## config.mk

```make
export PLATFORM = sky130hd
export DESIGN_NAME = ffc_divider
export DESIGN_NICKNAME = d
export VERILOG_FILES = /design/src/rtl/ffc_pkg.sv /design/src/rtl/ffc_divider.sv
export SDC_FILE = /design/constraint.sdc
export NUM_CORES = 2
export LEC_CHECK = 0
export ABC_AREA = 0
export BUFFER_PORTS_ARGS = -buffer_cell sky130_fd_sc_hd__buf_4
export CAP_MARGIN = 10
export CORE_UTILIZATION = 50
export CTS_CLUSTER_DIAMETER = 120
export CTS_CLUSTER_SIZE = 8
export DETAILED_ROUTE_END_ITERATION = 12
export PLACE_DENSITY = 0.66
export SYNTH_ARGS = -nofsm -noshare
export SYNTH_HDL_FRONTEND = slang
export SYNTH_SLANG_ARGS = --single-unit
```

## constraint.sdc

```tcl
create_clock -name clock -period 9.82 [get_ports clock]
set_input_delay 0.491 -clock clock [delete_from_list [all_inputs] [get_ports clock]]
set_output_delay 0.491 -clock clock [all_outputs]
set_load 0.03 [all_outputs]
```

## src/rtl/ffc_pkg.sv

```systemverilog
// Shared types and constants for the flat-field correction block.
// Depends on nothing; imported by the divider and the top level of the block.
package ffc_pkg;

   // Request operation codes
   localparam logic [1:0] OP_LOAD    = 2'd0;
   localparam logic [1:0] OP_MEASURE = 2'd1;
   localparam logic [1:0] OP_CORRECT = 2'd2;

   // Mode register codes
   localparam logic MODE_AUTO = 1'b0;
   localparam logic MODE_CLIP = 1'b1;

   // Register indexes
   localparam int CSR_IDX_W  = 3;
   localparam int CSR_DATA_W = 16;
   localparam logic [CSR_IDX_W-1:0] CSR_MODE        = 3'd0;
   localparam logic [CSR_IDX_W-1:0] CSR_FACTOR      = 3'd1;
   localparam logic [CSR_IDX_W-1:0] CSR_WHITE_WIDTH = 3'd2;
   localparam logic [CSR_IDX_W-1:0] CSR_X_STEP      = 3'd3;
   localparam logic [CSR_IDX_W-1:0] CSR_Y_STEP      = 3'd4;

   // Field widths
   localparam int PIX_W    = 8;
   localparam int FACTOR_W = 16;
   localparam int WWIDTH_W = 9;
   localparam int STEP_W   = 5;
   localparam int PHASE_W  = 4;
   localparam int CNT_W    = 24;
   localparam logic [CNT_W-1:0] CNT_MAX = 24'hFF_FFFF;

   // Divider widths: quotient, dividend, divisor
   localparam int QUO_W = 16;
   localparam int NUM_W = 32;
   localparam int DEN_W = 24;
   localparam int MM_W  = 17;

   // Clip threshold: 2*F*M*P > CLIP_LIMIT*W means value + 0.5 exceeds 255
   localparam int CLIP_LIMIT = 130304;

   // Default frame limits
   localparam int WHITE_MAX_WIDTH_DEF  = 256;
   localparam int WHITE_MAX_HEIGHT_DEF = 256;

   // Sideband that travels with an item through the divider
   typedef struct packed {
      logic measure;    // measure item, else correct item
      logic start;      // first pixel of the pass
      logic wzero;      // reference pixel was zero
      logic clip_mode;  // fixed factor with clipping
      logic clip_over;  // clip-mode threshold exceeded
   } side_type;

endpackage

```

## src/rtl/ffc_divider.sv

```systemverilog
// Pipelined restoring divider, one quotient bit per stage, with sideband.
// Depends on ffc_pkg.
module ffc_divider (
   input  logic                    clock,
   input  logic                    reset,
   input  logic                    enable,
   input  logic                    in_valid,
   input  ffc_pkg::side_type       in_side,
   input  logic [ffc_pkg::NUM_W-1:0] in_num,
   input  logic [ffc_pkg::DEN_W-1:0] in_den,
   output logic                    out_valid,
   output ffc_pkg::side_type       out_side,
   output logic [ffc_pkg::QUO_W-1:0] out_quo,
   output logic                    out_ovf,
   output logic                    measure_busy
);
   import ffc_pkg::*;

   localparam int STAGES = QUO_W + 1;
   localparam int CMP_W  = DEN_W + QUO_W;

   logic             v_ff    [STAGES];
   side_type         side_ff [STAGES];
   logic [NUM_W-1:0] rem_ff  [STAGES];
   logic [DEN_W-1:0] den_ff  [STAGES];
   logic [QUO_W-1:0] quo_ff  [STAGES];
   logic             ovf_ff  [STAGES];
   logic             ovf_in;

   // Flag a quotient that will not fit in QUO_W bits
   assign ovf_in = CMP_W'(in_num) >= {in_den, QUO_W'(0)};

   always_ff @(posedge clock) begin
      if (reset) begin
         v_ff[0] <= 1'b0;
      end else if (enable) begin
         v_ff[0] <= in_valid;
      end
   end

   always_ff @(posedge clock) begin
      if (enable) begin
         side_ff[0] <= in_side;
         rem_ff[0]  <= in_num;
         den_ff[0]  <= in_den;
         quo_ff[0]  <= '0;
         ovf_ff[0]  <= ovf_in;
      end
   end

   // One compare and subtract per stage, most significant bit first
   for (genvar k = 1; k < STAGES; k++) begin : g_step
      localparam int SH = QUO_W - k;
      logic [CMP_W-1:0] trial;
      logic [CMP_W-1:0] diff;
      logic             take;

      assign trial = CMP_W'(den_ff[k-1]) << SH;
      assign diff  = CMP_W'(rem_ff[k-1]) - trial;
      assign take  = CMP_W'(rem_ff[k-1]) >= trial;

      always_ff @(posedge clock) begin
         if (reset) begin
            v_ff[k] <= 1'b0;
         end else if (enable) begin
            v_ff[k] <= v_ff[k-1];
         end
      end

      always_ff @(posedge clock) begin
         if (enable) begin
            side_ff[k] <= side_ff[k-1];
            den_ff[k]  <= den_ff[k-1];
            ovf_ff[k]  <= ovf_ff[k-1];
            rem_ff[k]  <= take ? diff[NUM_W-1:0] : rem_ff[k-1];
            quo_ff[k]  <= quo_ff[k-1] | (QUO_W'(take) << SH);
         end
      end
   end

   // Report any measure item still in flight
   always_comb begin
      measure_busy = 1'b0;
      for (int s = 0; s < STAGES; s++) begin
         measure_busy = measure_busy | (v_ff[s] & side_ff[s].measure);
      end
   end

   assign out_valid = v_ff[STAGES-1];
   assign out_side  = side_ff[STAGES-1];
   assign out_quo   = quo_ff[STAGES-1];
   assign out_ovf   = ovf_ff[STAGES-1];
endmodule

```

==> impl_metrics.json <==
{
  "initial_core_util_pct": 50.6,
  "insertion_delay_ps": 770,
  "fin_util_pct": 57.4,
  "final_cell_mix": "edfxtp_1 (1151), inv_1 (473), ha_1 (372)",
  "synth_cells": 4500,
  "final_common_cell": "edfxtp_1",
  "post_cts_buffers": 0,
  "numCtsBuffers": 161,
  "dpl.hpwl_um": 74000,
  "post-route-min-period_ps": 4260,
  "grt_pass1_vias": 35800,
  "p_sw_mw": 4.63,
  "hold_ws_ps": 285,
  "finalHoldViolCount": 0,
  "required_ps": 10300,
  "drt-total-wl_um": 104000,
  "synth_seq_cells": 1151,
  "switching_share_pct": 29.4,
  "synth_area_leaders": "edfxtp_1 (61%), ha_1 (8.2%), inv_1 (3.1%)",
  "hp-class": "in2reg",
  "clock-root-buffer": "clkbuf_16",
  "worst_path_max_delay_cell": "o22a_1",
  "avgSynthCellArea_um2": 12.7,
  "synth_nets": 4952,
  "core_area_um2": 113000,
  "cp_top_family": "compound AO/OA/AOI/OAI gates",
  "dieArea_um2": 115000,
  "rsz0062_at_grt": "false",
  "final_cell_area_um2": 64700,
  "grt_max_degree": 206,
  "dr_total_vias": 34400,
  "comb_power_share_pct": 26.1,
  "critPathArrivalTime_ps": 4740,
  "clkTransAtPathRegs_ps": 50,
  "io_pins": 89,
  "drc_errors": 0,
  "power_density_nw_per_um2": 243,
  "drv_slew": 0,
  "drt_pre_antenna_iters": 5,
  "clock_path_buffers": 3,
  "grt_usage_pct": 18.1,
  "port_buffers": 88,
  "dp_slack_ps": 5500,
  "fin_crit_sh_pct": 43.4,
  "p_clk_share_pct": 31.3,
  "placed_cell_area_um2": 59600,
  "cts_sinks": 1151,
  "die_w_um": 340,
  "max_freq_ghz": 0.235,
  "area_growth_pct": 13.4,
  "cp-end-kind": "flip-flop",
  "crit_chain": "ha_1 > fa_1 > nor2b_1 > o21ai_0 > a21oi_1 > nor2_1 > o31ai_1 > o21ai_0 > a21oi_1 > o22a_1 > mux2_2",
  "crit_buf_inv": 0,
  "n_antenna_cell": 0,
  "internal-power_mw": 11.1,
  "grt_pass1_wl_um": 170000,
  "layout_setup_ws_ps": 5560,
  "synthArstFlopShare_pct": 0,
  "n_fill_cell": 8823,
  "cap_violations": 0,
  "antenna_found_initial": 0,
  "relSlewSlack_pct": 24.0,
  "cts_tree": "yes",
  "die_h_um": 340,
  "grt_overflow_total": 0,
  "drive_above_1_share_pct": 10.2,
  "drt-initial-drc-count": 1883,
  "ir_drop_uv": 168,
  "yosys_warnings": 0,
  "crit_fanout": 25,
  "cts-htree-levels": 4,
  "wl_per_cell_um": 16.5,
  "setup_violations": 0,
  "power_frac_seq_pct": 42.6,
  "floorplan.rows": 123,
  "critPathLaunchType": "flip-flop",
  "worst_pin_slew_ps": 1140,
  "vias_per_cell": 5.48,
  "nets": 5226,
  "synth_flop_cell": "edfxtp_1",
  "finalSetupTns_ps": 0,
  "ant_nets": 0,
  "p_leak_nw": 25.8,
  "synthDistinctLibCells": 83,
  "status": "completed",
  "yosysSeqAreaShare_pct": 60.6,
  "synthesis.area_um2": 57100,
  "synth_edf_count": 1151,
  "critPathMaxStageDelay_ps": 920,
  "gp_congestion": 0.939,
  "fin_worst_skew_ps": 53.7,
  "synth_top_cell_area_share_pct": 60.6,
  "path_class": "reg2reg",
  "synth_area_leader_cell": "edfxtp_1"
}
[cells by family after synthesis]
family | count (synthesis) | share of synthesized area [%]
buf+inv | 539 | 3.60
compound gates | 1036 | 11.5
simple gates | 940 | 8.14
fa+ha+maj | 387 | 8.68
xor+xnor | 286 | 4.39
mux | 161 | 3.15
flops | 1151 | 60.6
[area by class of cell]
cell class | instances | area (um^2) | area share [%]
clock buffer | 162 | 4030 | 6.23
tap | 1500 | 1880 | 2.90
sequential | 1151 | 34600 | 53.4
inverter | 475 | 1780 | 2.76
clock inverter | 15 | 430 | 0.665
multi-input combinational | 2810 | 20500 | 31.7
timing repair buffer | 175 | 1510 | 2.34
[final timing paths]
check                           start                        to  slack [ps]  cells after the start
min                            enable  side_ff[1][19]$_DFFE_PP_         290                      1
max          den_ff[0][168]$_DFFE_PP_  rem_ff[0][279]$_DFFE_PP_        5560                     11
max reg2reg  den_ff[0][168]$_DFFE_PP_  rem_ff[0][279]$_DFFE_PP_        5560                     11
min reg2reg  side_ff[0][22]$_DFFE_PP_  side_ff[0][27]$_DFFE_PP_         380                      0
[state kept, by name, indices dropped and copies added (netlist names)]
signal,flops
quo_ff,136
ovf_ff,17
den_ff,384
rem_ff,512
side_ff,85
v_ff,17
[timing repair]
item | 4_1_cts | 5_1_grt
gates resized for setup | 0 | 0
hold buffers | 62 | 0
endpoints found under the hold margin | 62 | 0
[power groups by stage]
stage               logic, mW  registers, mW  clock network, mW
floorplan                3.16           6.67                  0
global placement         3.94           6.76                  0
detailed placement       4.04           6.78                  0
CTS                      4.09           6.69               5.07
global route             4.60           6.77               5.27
finish                   4.11           6.70               4.93
[routing by layer]
layer	part of all wire, %	GRT usage (%)	up-vias	routed length [um]
li1	-	-	17100	-
met1	36	17.2	16300	37600
met2	55	35.6	688	57400
met3	3.2	3.08	292	3320
met4	5.5	11.1	0	5720
met5	0	0	-	0
[worst register-to-register path: stages (launching register included)]
cell	delay (ps)
edfxtp_1	380
ha_1	220
fa_1	420
nor2b_1	120
o21ai_0	130
a21oi_1	240
nor2_1	140
o31ai_1	590
o21ai_0	200
a21oi_1	190
o22a_1	920
mux2_2	420
[cells in the mapped netlist, types with 25 or more instances]
cell type and n:
and2_1 37, ha_1 372, o31ai_1 30, clkbuf_1 53, nor4_1 39, nand3_1 63
mux2_2 145, a21oi_1 298, nand2_1 260, a21o_1 147, o211ai_1 26, nor3_1 58
nor2_1 227, nor2b_1 44, o21bai_1 29, a211oi_1 25, and3_1 35, inv_1 473
nand4_1 44, nand2b_1 48, xor2_1 111, a31oi_1 38, xnor2_1 175, o21ai_0 252
edfxtp_1 1151, o21a_1 52
[stage by stage]
step	cells	total power, mW
5_1_grt	6288	16.6
6_report	6288	15.7
4_1_cts	6288	15.9
3_5_place_dp	6049	10.8
2_1_floorplan	4500	9.83
3_3_place_gp	6049	10.7
No activity file was read; power rests on OpenSTA's default activity.
